`config.mk`:
```
export PLATFORM = sky130hd
export DESIGN_NAME = crop_window_mode_vote
export DESIGN_NICKNAME = d
export VERILOG_FILES = /design/src/design/cwmv_pkg.sv /design/src/design/cwmv_table.sv /design/src/design/cwmv_dp.sv /design/src/design/cwmv_ctrl.sv /design/src/design/crop_window_mode_vote.sv
export SDC_FILE = /design/constraint.sdc
export NUM_CORES = 2
export LEC_CHECK = 0
export ABC_AREA = 1
export BUFFER_PORTS_ARGS = -buffer_cell sky130_fd_sc_hd__clkbuf_2
export CAP_MARGIN = 20
export CORE_MARGIN = 2
export CORE_UTILIZATION = 43
export DETAILED_ROUTE_END_ITERATION = 10
export REMOVE_ABC_BUFFERS = 1
export SLEW_MARGIN = 40
export SYNTH_ARGS = -nofsm -noshare
export SYNTH_HDL_FRONTEND = slang
export SYNTH_SLANG_ARGS = --single-unit
```
`constraint.sdc`:
```
create_clock -name clk_i -period 6 [get_ports clk_i]
set_input_delay 0.9 -clock clk_i [delete_from_list [all_inputs] [get_ports clk_i]]
set_output_delay 0.9 -clock clk_i [all_outputs]
set_load 0.01 [all_outputs]
```
`src/design/cwmv_pkg.sv`:
```
// Shared constants and types of the crop window mode vote block.
`default_nettype none
package cwmv_pkg;

  localparam int VAL_W       = 12;
  localparam int TABLE_DEPTH = 16;
  localparam int COUNT_BITS  = 16;
  localparam int IDX_W       = (TABLE_DEPTH > 1) ? $clog2(TABLE_DEPTH) : 1;
  localparam int DATA_W      = 4 * VAL_W;
  localparam int CFG_IDX_W   = 2;

  localparam logic [CFG_IDX_W-1:0] REG_RAW_WIDTH  = CFG_IDX_W'(0);
  localparam logic [CFG_IDX_W-1:0] REG_RAW_HEIGHT = CFG_IDX_W'(1);

  localparam logic [VAL_W-1:0] RAW_WIDTH_RST  = VAL_W'(720);
  localparam logic [VAL_W-1:0] RAW_HEIGHT_RST = VAL_W'(576);

  localparam logic KIND_ADD    = 1'b0;
  localparam logic KIND_FINISH = 1'b1;

  typedef logic [VAL_W-1:0]      val_t;
  typedef logic [COUNT_BITS-1:0] cnt_t;
  typedef logic [IDX_W-1:0]      idx_t;

  localparam cnt_t COUNT_MAX  = '1;
  localparam idx_t LAST_ENTRY = IDX_W'(TABLE_DEPTH - 1);

  // controller to datapath
  typedef struct packed {
    logic load;       // latch the incoming sample
    logic update;     // count the latched sample into the tables
    logic scan_clr;   // restart the table walk
    logic scan_step;  // visit one entry of every table
    logic finish;     // load the result register and clear the tables
  } cmd_t;

  // datapath to controller
  typedef struct packed {
    logic scan_last;  // the walk is at the last entry
    logic out_free;   // the result register can take a new item
  } sts_t;

endpackage
`default_nettype wire

```
`src/design/cwmv_table.sv`:
```
// One value table: parallel match and insert, and a one-entry-per-cycle mode search.
`default_nettype none
module cwmv_table (
  input  wire logic           clk_i,
  input  wire logic           rst_ni,
  input  wire logic           upd_i,
  input  wire cwmv_pkg::val_t value_i,
  input  wire logic           clear_i,
  input  wire logic           scan_clr_i,
  input  wire logic           scan_step_i,
  input  wire cwmv_pkg::idx_t scan_idx_i,
  input  wire logic           prefer_large_i,
  output logic                drop_o,
  output cwmv_pkg::val_t      best_o
);

  logic [cwmv_pkg::TABLE_DEPTH-1:0] valid_q;
  cwmv_pkg::val_t value_q [cwmv_pkg::TABLE_DEPTH];
  cwmv_pkg::cnt_t count_q [cwmv_pkg::TABLE_DEPTH];

  logic [cwmv_pkg::TABLE_DEPTH-1:0] match;
  logic [cwmv_pkg::TABLE_DEPTH-1:0] free_sel;
  logic hit, free_found, do_upd;

  always_comb begin
    logic seen;
    seen = 1'b0;
    for (int i = 0; i < cwmv_pkg::TABLE_DEPTH; i++) begin
      match[i]    = valid_q[i] && (value_q[i] == value_i);
      free_sel[i] = !valid_q[i] && !seen;
      seen        = seen | !valid_q[i];
    end
    hit        = |match;
    free_found = seen;
  end

  assign do_upd = upd_i && (value_i != '0);
  assign drop_o = do_upd && !hit && !free_found;

  always_ff @(posedge clk_i or negedge rst_ni) begin
    if (!rst_ni) begin
      valid_q <= '0;
    end else if (clear_i) begin
      valid_q <= '0;
    end else if (do_upd && !hit) begin
      valid_q <= valid_q | free_sel;
    end
  end

  always_ff @(posedge clk_i) begin
    for (int i = 0; i < cwmv_pkg::TABLE_DEPTH; i++) begin
      if (do_upd && match[i]) begin
        if (count_q[i] != cwmv_pkg::COUNT_MAX) begin
          count_q[i] <= count_q[i] + cwmv_pkg::COUNT_BITS'(1);
        end
      end else if (do_upd && !hit && free_sel[i]) begin
        value_q[i] <= value_i;
        count_q[i] <= cwmv_pkg::COUNT_BITS'(1);
      end
    end
  end

  // mode search, one entry per step
  cwmv_pkg::val_t best_val_q, rd_val;
  cwmv_pkg::cnt_t best_cnt_q, rd_cnt;
  logic           found_q, rd_valid, take;

  assign rd_valid = valid_q[scan_idx_i];
  assign rd_val   = value_q[scan_idx_i];
  assign rd_cnt   = count_q[scan_idx_i];

  always_comb begin
    take = 1'b0;
    if (rd_valid) begin
      if (!found_q || rd_cnt > best_cnt_q) begin
        take = 1'b1;
      end else if (rd_cnt == best_cnt_q) begin
        take = prefer_large_i ? (rd_val > best_val_q) : (rd_val < best_val_q);
      end
    end
  end

  always_ff @(posedge clk_i or negedge rst_ni) begin
    if (!rst_ni) begin
      found_q    <= 1'b0;
      best_val_q <= '0;
      best_cnt_q <= '0;
    end else if (scan_clr_i) begin
      found_q    <= 1'b0;
      best_val_q <= '0;
      best_cnt_q <= '0;
    end else if (scan_step_i && take) begin
      found_q    <= 1'b1;
      best_val_q <= rd_val;
      best_cnt_q <= rd_cnt;
    end
  end

  assign best_o = best_val_q;

endmodule
`default_nettype wire

```
`src/design/cwmv_dp.sv`:
```
// Datapath: configuration registers, sample register, four tables, walk counter, bounds check, result register.
`default_nettype none
module cwmv_dp (
  input  wire logic                           clk_i,
  input  wire logic                           rst_ni,
  input  wire cwmv_pkg::cmd_t                 cmd_i,
  output cwmv_pkg::sts_t                      sts_o,
  input  wire logic [cwmv_pkg::DATA_W-1:0]    sample_i,
  input  wire logic                           cfg_we_i,
  input  wire logic [cwmv_pkg::CFG_IDX_W-1:0] cfg_index_i,
  input  wire cwmv_pkg::val_t                 cfg_data_i,
  output logic                                out_valid_o,
  input  wire logic                           out_ready_i,
  output logic [cwmv_pkg::DATA_W-1:0]         out_data_o,
  output logic                                out_overflow_o
);

  cwmv_pkg::val_t raw_w_q, raw_h_q;

  always_ff @(posedge clk_i or negedge rst_ni) begin
    if (!rst_ni) begin
      raw_w_q <= cwmv_pkg::RAW_WIDTH_RST;
      raw_h_q <= cwmv_pkg::RAW_HEIGHT_RST;
    end else if (cfg_we_i) begin
      unique case (cfg_index_i)
        cwmv_pkg::REG_RAW_WIDTH:  raw_w_q <= cfg_data_i;
        cwmv_pkg::REG_RAW_HEIGHT: raw_h_q <= cfg_data_i;
        default: ;
      endcase
    end
  end

  cwmv_pkg::val_t smp_w_q, smp_h_q, smp_x_q, smp_y_q;

  always_ff @(posedge clk_i) begin
    if (cmd_i.load) begin
      smp_w_q <= sample_i[0*cwmv_pkg::VAL_W +: cwmv_pkg::VAL_W];
      smp_h_q <= sample_i[1*cwmv_pkg::VAL_W +: cwmv_pkg::VAL_W];
      smp_x_q <= sample_i[2*cwmv_pkg::VAL_W +: cwmv_pkg::VAL_W];
      smp_y_q <= sample_i[3*cwmv_pkg::VAL_W +: cwmv_pkg::VAL_W];
    end
  end

  cwmv_pkg::idx_t scan_idx_q;

  always_ff @(posedge clk_i or negedge rst_ni) begin
    if (!rst_ni) begin
      scan_idx_q <= '0;
    end else if (cmd_i.scan_clr) begin
      scan_idx_q <= '0;
    end else if (cmd_i.scan_step) begin
      scan_idx_q <= scan_idx_q + cwmv_pkg::IDX_W'(1);
    end
  end

  logic [3:0] drop;
  cwmv_pkg::val_t best_w, best_h, best_x, best_y;

  cwmv_table u_width_table (
    .clk_i, .rst_ni,
    .upd_i(cmd_i.update), .value_i(smp_w_q), .clear_i(cmd_i.finish),
    .scan_clr_i(cmd_i.scan_clr), .scan_step_i(cmd_i.scan_step), .scan_idx_i(scan_idx_q),
    .prefer_large_i(1'b1), .drop_o(drop[0]), .best_o(best_w)
  );

  cwmv_table u_height_table (
    .clk_i, .rst_ni,
    .upd_i(cmd_i.update), .value_i(smp_h_q), .clear_i(cmd_i.finish),
    .scan_clr_i(cmd_i.scan_clr), .scan_step_i(cmd_i.scan_step), .scan_idx_i(scan_idx_q),
    .prefer_large_i(1'b1), .drop_o(drop[1]), .best_o(best_h)
  );

  cwmv_table u_left_table (
    .clk_i, .rst_ni,
    .upd_i(cmd_i.update), .value_i(smp_x_q), .clear_i(cmd_i.finish),
    .scan_clr_i(cmd_i.scan_clr), .scan_step_i(cmd_i.scan_step), .scan_idx_i(scan_idx_q),
    .prefer_large_i(1'b0), .drop_o(drop[2]), .best_o(best_x)
  );

  cwmv_table u_top_table (
    .clk_i, .rst_ni,
    .upd_i(cmd_i.update), .value_i(smp_y_q), .clear_i(cmd_i.finish),
    .scan_clr_i(cmd_i.scan_clr), .scan_step_i(cmd_i.scan_step), .scan_idx_i(scan_idx_q),
    .prefer_large_i(1'b0), .drop_o(drop[3]), .best_o(best_y)
  );

  logic overflow_q;

  always_ff @(posedge clk_i or negedge rst_ni) begin
    if (!rst_ni) begin
      overflow_q <= 1'b0;
    end else if (cmd_i.finish) begin
      overflow_q <= 1'b0;
    end else if (|drop) begin
      overflow_q <= 1'b1;
    end
  end

  // stored values are never zero, so zero means an empty table
  cwmv_pkg::val_t res_w, res_h, res_x, res_y;
  logic [cwmv_pkg::VAL_W:0] sum_x, sum_y;

  always_comb begin
    res_w = (best_w == '0) ? raw_w_q : best_w;
    res_h = (best_h == '0) ? raw_h_q : best_h;
    sum_x = {1'b0, best_x} + {1'b0, res_w};
    sum_y = {1'b0, best_y} + {1'b0, res_h};
    res_x = (sum_x > {1'b0, raw_w_q}) ? '0 : best_x;
    res_y = (sum_y > {1'b0, raw_h_q}) ? '0 : best_y;
  end

  logic out_valid_q;

  always_ff @(posedge clk_i or negedge rst_ni) begin
    if (!rst_ni) begin
      out_valid_q <= 1'b0;
    end else if (cmd_i.finish) begin
      out_valid_q <= 1'b1;
    end else if (out_ready_i) begin
      out_valid_q <= 1'b0;
    end
  end

  always_ff @(posedge clk_i) begin
    if (cmd_i.finish) begin
      out_data_o     <= {res_h, res_w, res_y, res_x};
      out_overflow_o <= overflow_q;
    end
  end

  assign out_valid_o     = out_valid_q;
  assign sts_o.scan_last = (scan_idx_q == cwmv_pkg::LAST_ENTRY);
  assign sts_o.out_free  = !out_valid_q || out_ready_i;

endmodule
`default_nettype wire

```
`src/design/cwmv_ctrl.sv`:
```
// Controller: takes one item at a time and sequences update, table walk and result load.
`default_nettype none
module cwmv_ctrl (
  input  wire logic           clk_i,
  input  wire logic           rst_ni,
  input  wire logic           in_valid_i,
  input  wire logic           in_kind_i,
  output logic                in_ready_o,
  output cwmv_pkg::cmd_t      cmd_o,
  input  wire cwmv_pkg::sts_t sts_i
);

  localparam logic [1:0] ST_IDLE = 2'd0;
  localparam logic [1:0] ST_ADD  = 2'd1;
  localparam logic [1:0] ST_SCAN = 2'd2;
  localparam logic [1:0] ST_DONE = 2'd3;

  logic [1:0] state_q, state_d;
  logic       accept;

  assign in_ready_o = (state_q == ST_IDLE);
  assign accept     = in_valid_i && in_ready_o;

  always_comb begin
    state_d = state_q;
    cmd_o   = '0;
    unique case (state_q)
      ST_IDLE: begin
        if (accept) begin
          cmd_o.load = 1'b1;
          if (in_kind_i == cwmv_pkg::KIND_FINISH) begin
            cmd_o.scan_clr = 1'b1;
            state_d        = ST_SCAN;
          end else begin
            state_d = ST_ADD;
          end
        end
      end
      ST_ADD: begin
        cmd_o.update = 1'b1;
        state_d      = ST_IDLE;
      end
      ST_SCAN: begin
        cmd_o.scan_step = 1'b1;
        if (sts_i.scan_last) state_d = ST_DONE;
      end
      ST_DONE: begin
        // wait for room in the result register
        if (sts_i.out_free) begin
          cmd_o.finish = 1'b1;
          state_d      = ST_IDLE;
        end
      end
      default: state_d = ST_IDLE;
    endcase
  end

  always_ff @(posedge clk_i or negedge rst_ni) begin
    if (!rst_ni) begin
      state_q <= ST_IDLE;
    end else begin
      state_q <= state_d;
    end
  end

endmodule
`default_nettype wire

```
`src/design/crop_window_mode_vote.sv`:
```
// Top level of the crop window mode vote block.
//
// Input stream: tuser is the item kind (0 add a sample, 1 finish); tdata carries
// width, height, x offset and y offset, 12 bits each from bit 0 up. A zero
// coordinate is not counted. Each coordinate keeps a table of distinct values
// with saturating hit counts; a new value meeting a full table is dropped and
// flagged.
// Add item: latch, then a parallel match/insert on all four tables.
// Finish item: latch, then the mode walk at one table entry per cycle, then the
// bounds check and the result register load, which waits while the previous
// result is still waiting.
// Output stream: one item per finish, tdata = crop_left, crop_top, crop_width,
// crop_height (12 bits each from bit 0 up), tuser = table overflow.
// The result register holds its item while tready is low; a new item is still
// accepted meanwhile and a later finish waits for the register to empty.
// Configuration writes (index 0 raw width, 1 raw height) are taken every cycle.
// Reset empties all tables, clears the overflow flag and loads 720 x 576.
`default_nettype none
module crop_window_mode_vote (
  input  wire logic                           clk_i,
  input  wire logic                           rst_ni,
  input  wire logic                           s_axis_tvalid_i,
  output logic                                s_axis_tready_o,
  // width[11:0], height[23:12], x_offset[35:24], y_offset[47:36]
  input  wire logic [cwmv_pkg::DATA_W-1:0]    s_axis_tdata_i,
  // kind[0]
  input  wire logic                           s_axis_tuser_i,
  output logic                                m_axis_tvalid_o,
  input  wire logic                           m_axis_tready_i,
  // crop_left[11:0], crop_top[23:12], crop_width[35:24], crop_height[47:36]
  output logic [cwmv_pkg::DATA_W-1:0]         m_axis_tdata_o,
  // table_overflow[0]
  output logic                                m_axis_tuser_o,
  input  wire logic                           cfg_valid_i,
  output logic                                cfg_ready_o,
  input  wire logic [cwmv_pkg::CFG_IDX_W-1:0] cfg_index_i,
  input  wire cwmv_pkg::val_t                 cfg_data_i
);

  cwmv_pkg::cmd_t cmd;
  cwmv_pkg::sts_t sts;

  assign cfg_ready_o = 1'b1;

  cwmv_ctrl u_ctrl (
    .clk_i, .rst_ni,
    .in_valid_i(s_axis_tvalid_i),
    .in_kind_i (s_axis_tuser_i),
    .in_ready_o(s_axis_tready_o),
    .cmd_o     (cmd),
    .sts_i     (sts)
  );

  cwmv_dp u_dp (
    .clk_i, .rst_ni,
    .cmd_i         (cmd),
    .sts_o         (sts),
    .sample_i      (s_axis_tdata_i),
    .cfg_we_i      (cfg_valid_i && cfg_ready_o),
    .cfg_index_i   (cfg_index_i),
    .cfg_data_i    (cfg_data_i),
    .out_valid_o   (m_axis_tvalid_o),
    .out_ready_i   (m_axis_tready_i),
    .out_data_o    (m_axis_tdata_o),
    .out_overflow_o(m_axis_tuser_o)
  );

endmodule
`default_nettype wire

```
* After elaboration in Yosys (flattened, before gate mapping)
Memories as Yosys holds them, arrays and structs flattened.
Cells that the tools add are included.
** Word-level totals
- Memory bits (writable) :: 1792
- Output and inout bits :: 52
- Word-level logic and storage cells :: 1580
- Input bits :: 68
- Memories kept :: 8
- Register bits after elaboration :: 309
** Cells by class
- Equality and inequality tests :: 140
- Mux-type cells :: 702
- Order comparisons :: 11
- Bitwise gates (word level) :: 128
- Add/subtract/negate cells :: 67
- Reduce and logical (&&, ||, !) cells :: 494
** Memory list
- u_dp.u_height_table.count_q :: depth 16, bits a word 16, rd ports 17, clocked after memory_dff 0, write ports 16, RTL line cwmv_table.sv:19 : cwmv_pkg::cnt_t count_q [cwmv_pkg::TABLE_DEPTH];
- u_dp.u_left_table.count_q :: depth 16, bits a word 16, rd ports 17, clocked after memory_dff 0, write ports 16, RTL line cwmv_table.sv:19
- u_dp.u_top_table.count_q :: depth 16, bits a word 16, rd ports 17, clocked after memory_dff 0, write ports 16, RTL line cwmv_table.sv:19
- u_dp.u_width_table.count_q :: depth 16, bits a word 16, rd ports 17, clocked after memory_dff 0, write ports 16, RTL line cwmv_table.sv:19
- u_dp.u_height_table.value_q :: depth 16, bits a word 12, rd ports 17, clocked after memory_dff 0, write ports 1, RTL line cwmv_table.sv:18 : cwmv_pkg::val_t value_q [cwmv_pkg::TABLE_DEPTH];
- u_dp.u_left_table.value_q :: depth 16, bits a word 12, rd ports 17, clocked after memory_dff 0, write ports 1, RTL line cwmv_table.sv:18
- 2 more memories
** Operators by type and width (number)
- $mux W16 :: 80
- $add A16 B1 Y16 const B :: 64
- $ne A16 B16 Y1 const B :: 64
- $mux W12 :: 70
- $eq A12 B12 Y1 :: 64
- $reduce_or A12 Y1 :: 60
- $mux W1 :: 481
- $logic_and A1 B1 Y1 :: 269
- $mux W4 :: 62
- $logic_not A1 Y1 :: 133
- $or A1 B1 Y1 :: 124
- $eq A16 B16 Y1 :: 4
- $gt A16 B16 Y1 :: 4
- $or A16 B16 Y16 :: 4
- $reduce_or A16 Y1 :: 4
- $reduce_bool A12 Y1 :: 4
- $add A12 B12 Y13 :: 2
- $gt A13 B12 Y1 :: 2
- $gt A12 B12 Y1 :: 2
- $logic_not A12 Y1 :: 2
- $lt A12 B12 Y1 :: 2
- $reduce_bool A2 Y1 :: 11
- $bmux W1 S4 :: 4
- $mux W2 :: 4
- 12 further kinds :: 22

* Logic depth before layout (Yosys ltp)
An unclocked memory read counts as a cell.
- Word-level depth :: 26
- Mapped depth :: 27
- Gate-level depth less buffers :: 26

* Cells and area by module
Synthesis repeated with hierarchy kept, for this count alone.
** Second synthesis, totals
- Cells, all modules :: 15038
- Area total of the unflattened synthesis :: 125609.2 µm²
** Modules (own cells, without submodules)
- cwmv_table at u_dp.u_top_table :: cells each 3668, seq. area each 14418.8 µm², area an instance 30053.8 µm², instances 1
- cwmv_table at u_dp.u_left_table :: cells each 3654, seq. area each 14418.8 µm², area an instance 29991.3 µm², instances 1
- cwmv_table at u_dp.u_height_table :: cells each 3527, seq. area each 14418.8 µm², area an instance 29627.2 µm², instances 1
- cwmv_table at u_dp.u_width_table :: cells each 3557, seq. area each 14418.8 µm², area an instance 29442.0 µm², instances 1
- cwmv_dp :: cells each 606, seq. area each 3671.0 µm², area an instance 6317.3 µm², instances 1
- cwmv_ctrl :: cells each 24, seq. area each 50.0 µm², area an instance 166.4 µm², instances 1
- crop_window_mode_vote :: cells each 2, seq. area each 0.0 µm², area an instance 11.3 µm², instances 1

* Worst setup path after synthesis
OpenSTA, ideal clock, no wires.
- Path kind :: register -> register
- From :: register u_dp.scan_idx_q[0]
- To :: register u_dp.u_height_table.best_val_q[10], in the netlist u_dp.u_height_table.best_o[10]
- Period minus slack after synthesis :: 3966 ps
- Arrival :: 3835 ps
- Path buffers :: 7
- Stages on the path, launching flop included :: 24
- Setup time :: 130 ps
- Path slack :: 2034 ps
- Data required time :: 5870 ps
- Cell sequence :: dfrtp_1 > inv_2 > buf_2 > buf_2 > buf_2 > buf_2 > buf_2 > clkbuf_1 > a21oi_1 > o311ai_0 > nand2_1 > ha_1 > nand2_1 > o21a_1 > o21a_1 > o21ai_0 > nand2_1 > o211ai_1 > nand2_1 > nand2_1 > nand2_1 > nand2_1 > clkbuf_1 > o21ai_0
** On the way
- Cells in the longest elaborated chain, start to end :: 7
- Elaborated cells between the ends (all ways) :: 15
- Classes of those cells :: 2 x order compare; 1 x eq/ne; 7 x mux; 3 x reduce/logical; 2 x memory
** RTL lines
- start: declaration :: RTL line cwmv_dp.sv:44 : cwmv_pkg::idx_t scan_idx_q;
- start signal: assignment :: RTL line cwmv_dp.sv:52 : scan_idx_q <= scan_idx_q + cwmv_pkg::IDX_W'(1);
- $mem_v2 Z16 W16 or $mem_v2 Z16 W12 (tied branches)
- $gt A16 B16 Y1, or another cell as far along :: RTL line cwmv_table.sv:75 : if (!found_q || rd_cnt > best_cnt_q) begin
- $logic_or A1 B1 Y1 or $mux W1 (tied branches) :: RTL line cwmv_table.sv:75, cwmv_table.sv:77
- $mux W1 :: RTL line cwmv_table.sv:75
- $mux W1 :: RTL line cwmv_table.sv:74 : if (rd_valid) begin
- $logic_and A1 B1 Y1 :: RTL line cwmv_table.sv:92 : end else if (scan_step_i && take) begin
- $reduce_bool A2 Y1 (no source line)
- end signal: assignment :: RTL line cwmv_table.sv:94 : best_val_q <= rd_val;
- end: declaration :: RTL line cwmv_table.sv:64 : cwmv_pkg::val_t best_val_q, rd_val;
Parallel ways exist; a longest one is shown, timed or not. The select of a mux whose other input is x is not followed.
A chain may end at the register's enable or synchronous reset.

* Worst setup path in the final report
- From :: register u_dp.scan_idx_q[1]
- To :: register u_dp.u_height_table.best_val_q[1], in the netlist u_dp.u_height_table.best_o[1]
Same word-level chain as after synthesis.

==> out/metrics.yaml <==
place:
  dpl-instance-area_mm2: 0.128
  port_buffers: 118
  place.gp.congestion: 0.950
  dpl.hpwl_um: 278000
clock_tree:
  cts_buffer_depth: 4
  clk_latency_ns: 0.93
  clk_pin_slew_worst_paths_ns: 0.06
  htreeDepth: 4
  cts_resized: 0
  cts_sinks: 2101
  cts_made_buffers: 242
  cts_tree: "done"
  cts-root-buf: "clkbuf_16"
route:
  drt_iter0_drc: 12000
  vias_per_cell: 5.47
  drcViolationCount: 0
  num_vias: 103000
  wl_per_cell_um: 21.1
  wl_um: 396000
  first_pass_iters: 9
  ant_nets: 0
pwr:
  vdd.ir_drop.worst_mv: 0.294
  power_leakage_nw: 57.4
  p_per_area_mw_per_mm2: 395
logic_synthesis:
  seq_area_frac_synth: 0.497
  netlist_area_mm2: 0.124
  postSynthAreaPerCell_um2: 8.31
  ys_types: 75
  synth_ff_type: "edfxtp_1"
  synth_edf_count: 1825
  synthArstFlopShare: 0.101
  synthCells: 14900
  ys_ff_latch: 2101
  ys_warn_count: 0
sta:
  maxSlewViolCount: 0
  rsz0062_at_grt: "no"
  tns_ns: 0
  fmax_mhz: 200
  max_slew.worst_pin.slew_ns: 0.919
  whs_ns: 0.148
  final-setup-viol-count: 0
  skew_ns: 0.0649
  hold_viol_final: 0
  period_needed_ns: 5.00
  relSlewSlack: 0.384
  finalCritPeriodShare: 0.833
worst_setup_path:
  critical_path_class: "flip-flop to flip-flop"
  cp.buffers_inverters: 3
  arrival_ns: 5.77
  cp_max_fo: 63
  slowest_stage: "dfrtp_4"
  cp-end-kind: "flip-flop"
  critPathLaunchType: "flip-flop"
  critPathMaxStageDelay_ns: 0.81
  required_ns: 6.78
  cpMostUsedCell: "nand2_1"
  crit_path_cell_trace: "inv_8, buf_4, o21ai_0, a21oi_1, o311ai_1, nand2_1, ha_1, nand2_1, o21a_1, o21a_1, o21ai_0, nand2_1, o211ai_1, nand2_1, nand2_1, nand2_1, nand2_1, buf_4, o21ai_0"
  crit_family: "compound AO/OA/AOI/OAI gates"
die:
  dieArea_mm2: 0.292
  top_level_ports: 120
  placeableCoreArea_mm2: 0.285
  initial_core_util: 0.433
  std_cell_rows: 196
  die_y_um: 540
  die_w_um: 540
finish:
  nets: 15200
  multi_input_area_mm2: 0.0508
  area_growth_pct: 10.5
  layout.cells.most_common: "nand2_1"
  final_cell_mix: "2609 x nand2_1, 2286 x inv_1, 1825 x edfxtp_1"
  seqCellArea_mm2: 0.0614
  layout-drive-gt1-share: 0.0649
  nFillCells: 27700
  design_area_mm2: 0.137
job:
  max_cap_viol_count: 0
global_routing:
  grt_overflow_total: 0
  grt_pass1_vias: 96000
  grt_pass1_wl_um: 593000
  grt_max_degree: 203
  grt.total_usage: 0.264
  antenna_found_initial: 3
hold_path:
  hp-class: "primary input to flip-flop"
outcome:
  status: "finished, final reports clean"
## layout make-up
cell class	count	share of cell area
clock inverter	119	0.00892
inverter	2339	0.0645
multi-input combinational	9805	0.372
tap	3762	0.0345
timing repair buffer	368	0.0209
clock buffer	335	0.0492
sequential	2101	0.450
antenna	2	0.0000367
## layer usage
layer  vias to the layer above  share of wire  GRT usage
met5                         -              0          0
met4                         0          0.046      0.110
met3                       698          0.080     0.0396
met2                      4007           0.45      0.411
met1                     48600           0.43      0.365
li1                      49700              -          -
## worst register-to-register path: stages, from the launching register on
cell	delay, ns
dfrtp_4	0.81
inv_8	0.36
buf_4	0.40
o21ai_0	0.14
a21oi_1	0.08
o311ai_1	0.59
nand2_1	0.15
ha_1	0.33
nand2_1	0.07
o21a_1	0.19
o21a_1	0.16
o21ai_0	0.17
nand2_1	0.08
o211ai_1	0.10
nand2_1	0.15
nand2_1	0.11
nand2_1	0.07
nand2_1	0.48
buf_4	0.29
o21ai_0	0.10
## Yosys cell counts, types with 69 or more instances
library cell / n / area [µm²]
nand2_1: 2612 / 9800
xor2_1: 483 / 4230
edfxtp_1: 1825 / 54800
inv_1: 2293 / 8610
dfrtp_1: 206 / 5150
o21ai_0: 1231 / 6160
a21oi_1: 1026 / 5130
buf_2: 169 / 846
nand3_1: 1205 / 6030
nor4_1: 85 / 532
or2_2: 78 / 488
o22ai_1: 89 / 557
ha_1: 225 / 2820
clkbuf_1: 338 / 1270
nor2_1: 1430 / 5370
nor3_1: 344 / 1720
nand4_1: 170 / 1060
xnor2_1: 234 / 2050
o211ai_1: 152 / 1140
buf_1: 69 / 259
## power breakdown
| group | switching, mW | internal (mW) | total [mW] | leakage, nW |
|---|---|---|---|---|
| Combinational | 14.6 | 5.76 | 20.3 | 33.9 |
| Clock | 6.43 | 8.71 | 15.1 | 3.90 |
| Sequential | 1.10 | 17.3 | 18.4 | 19.6 |
## path summary, 6_finish.rpt
check / startpoint / endpoint / slack [ns] / cells past startpoint
worst max-delay path: u_dp.scan_idx_q[1]$_DFFE_PN0P_ / u_dp.u_height_table.best_o[1]$_DFFE_PN0P_ / 1.00 / 19
max in group asynchronous: rst_ni / u_dp.scan_idx_q[1]$_DFFE_PN0P_ / 4.37 / 4
min in group asynchronous: rst_ni / u_ctrl.state_q[1]$_DFFE_PN0P_ / 0.45 / 2
worst max register to register: u_dp.scan_idx_q[1]$_DFFE_PN0P_ / u_dp.u_height_table.best_o[1]$_DFFE_PN0P_ / 1.00 / 19
worst min register to register: u_dp.raw_w_q[8]$_DFFE_PN0P_ / u_dp.raw_w_q[8]$_DFFE_PN0P_ / 0.49 / 2
worst min-delay path: s_axis_tdata_i[9] / u_dp.smp_w_q[9]$_DFFE_PP_ / 0.15 / 1
## metrics by stage
stage / util / instances / total power [mW] / worst slack (ns)
floorplan: - / 14200 / 29.3 / -37.27
global placement: 0.450 / 18400 / 38.4 / 0.934
detailed placement: 0.450 / 18400 / 38.5 / 1.14
CTS: 0.478 / 18800 / 53.7 / 1.10
global route: 0.478 / 18800 / 56.5 / 0.731
finish: 0.478 / 18800 / 53.9 / 1.00
## state kept, by name, summed over array words and instances (netlist names), 48 cells and up
register / cells
u_dp.u_height_table.count_q: 256
u_dp.u_left_table.count_q: 256
u_dp.u_top_table.count_q: 256
u_dp.u_width_table.count_q: 256
u_dp.u_height_table.value_q: 192
u_dp.u_left_table.value_q: 192
u_dp.u_top_table.value_q: 192
u_dp.u_width_table.value_q: 192
u_dp.out_data_o: 48
## what timing repair did
action,CTS,global route
hold endpoints to repair,11,0
hold buffers,1,0
endpoints found under the setup margin,0,0
setup buffers,0,0
## kinds of logic after synthesis
kind of cell / synth area share
other: 0.0000303
muxes: 0.000263
xor gates and xnor gates: 0.0508
buffers and inverters: 0.0941
DFF: 0.497
and+or+nand+nor: 0.215
adders and majority gates: 0.0231
AOI/OAI and AO/OA: 0.120
Power figures use the tool's default switching activity.
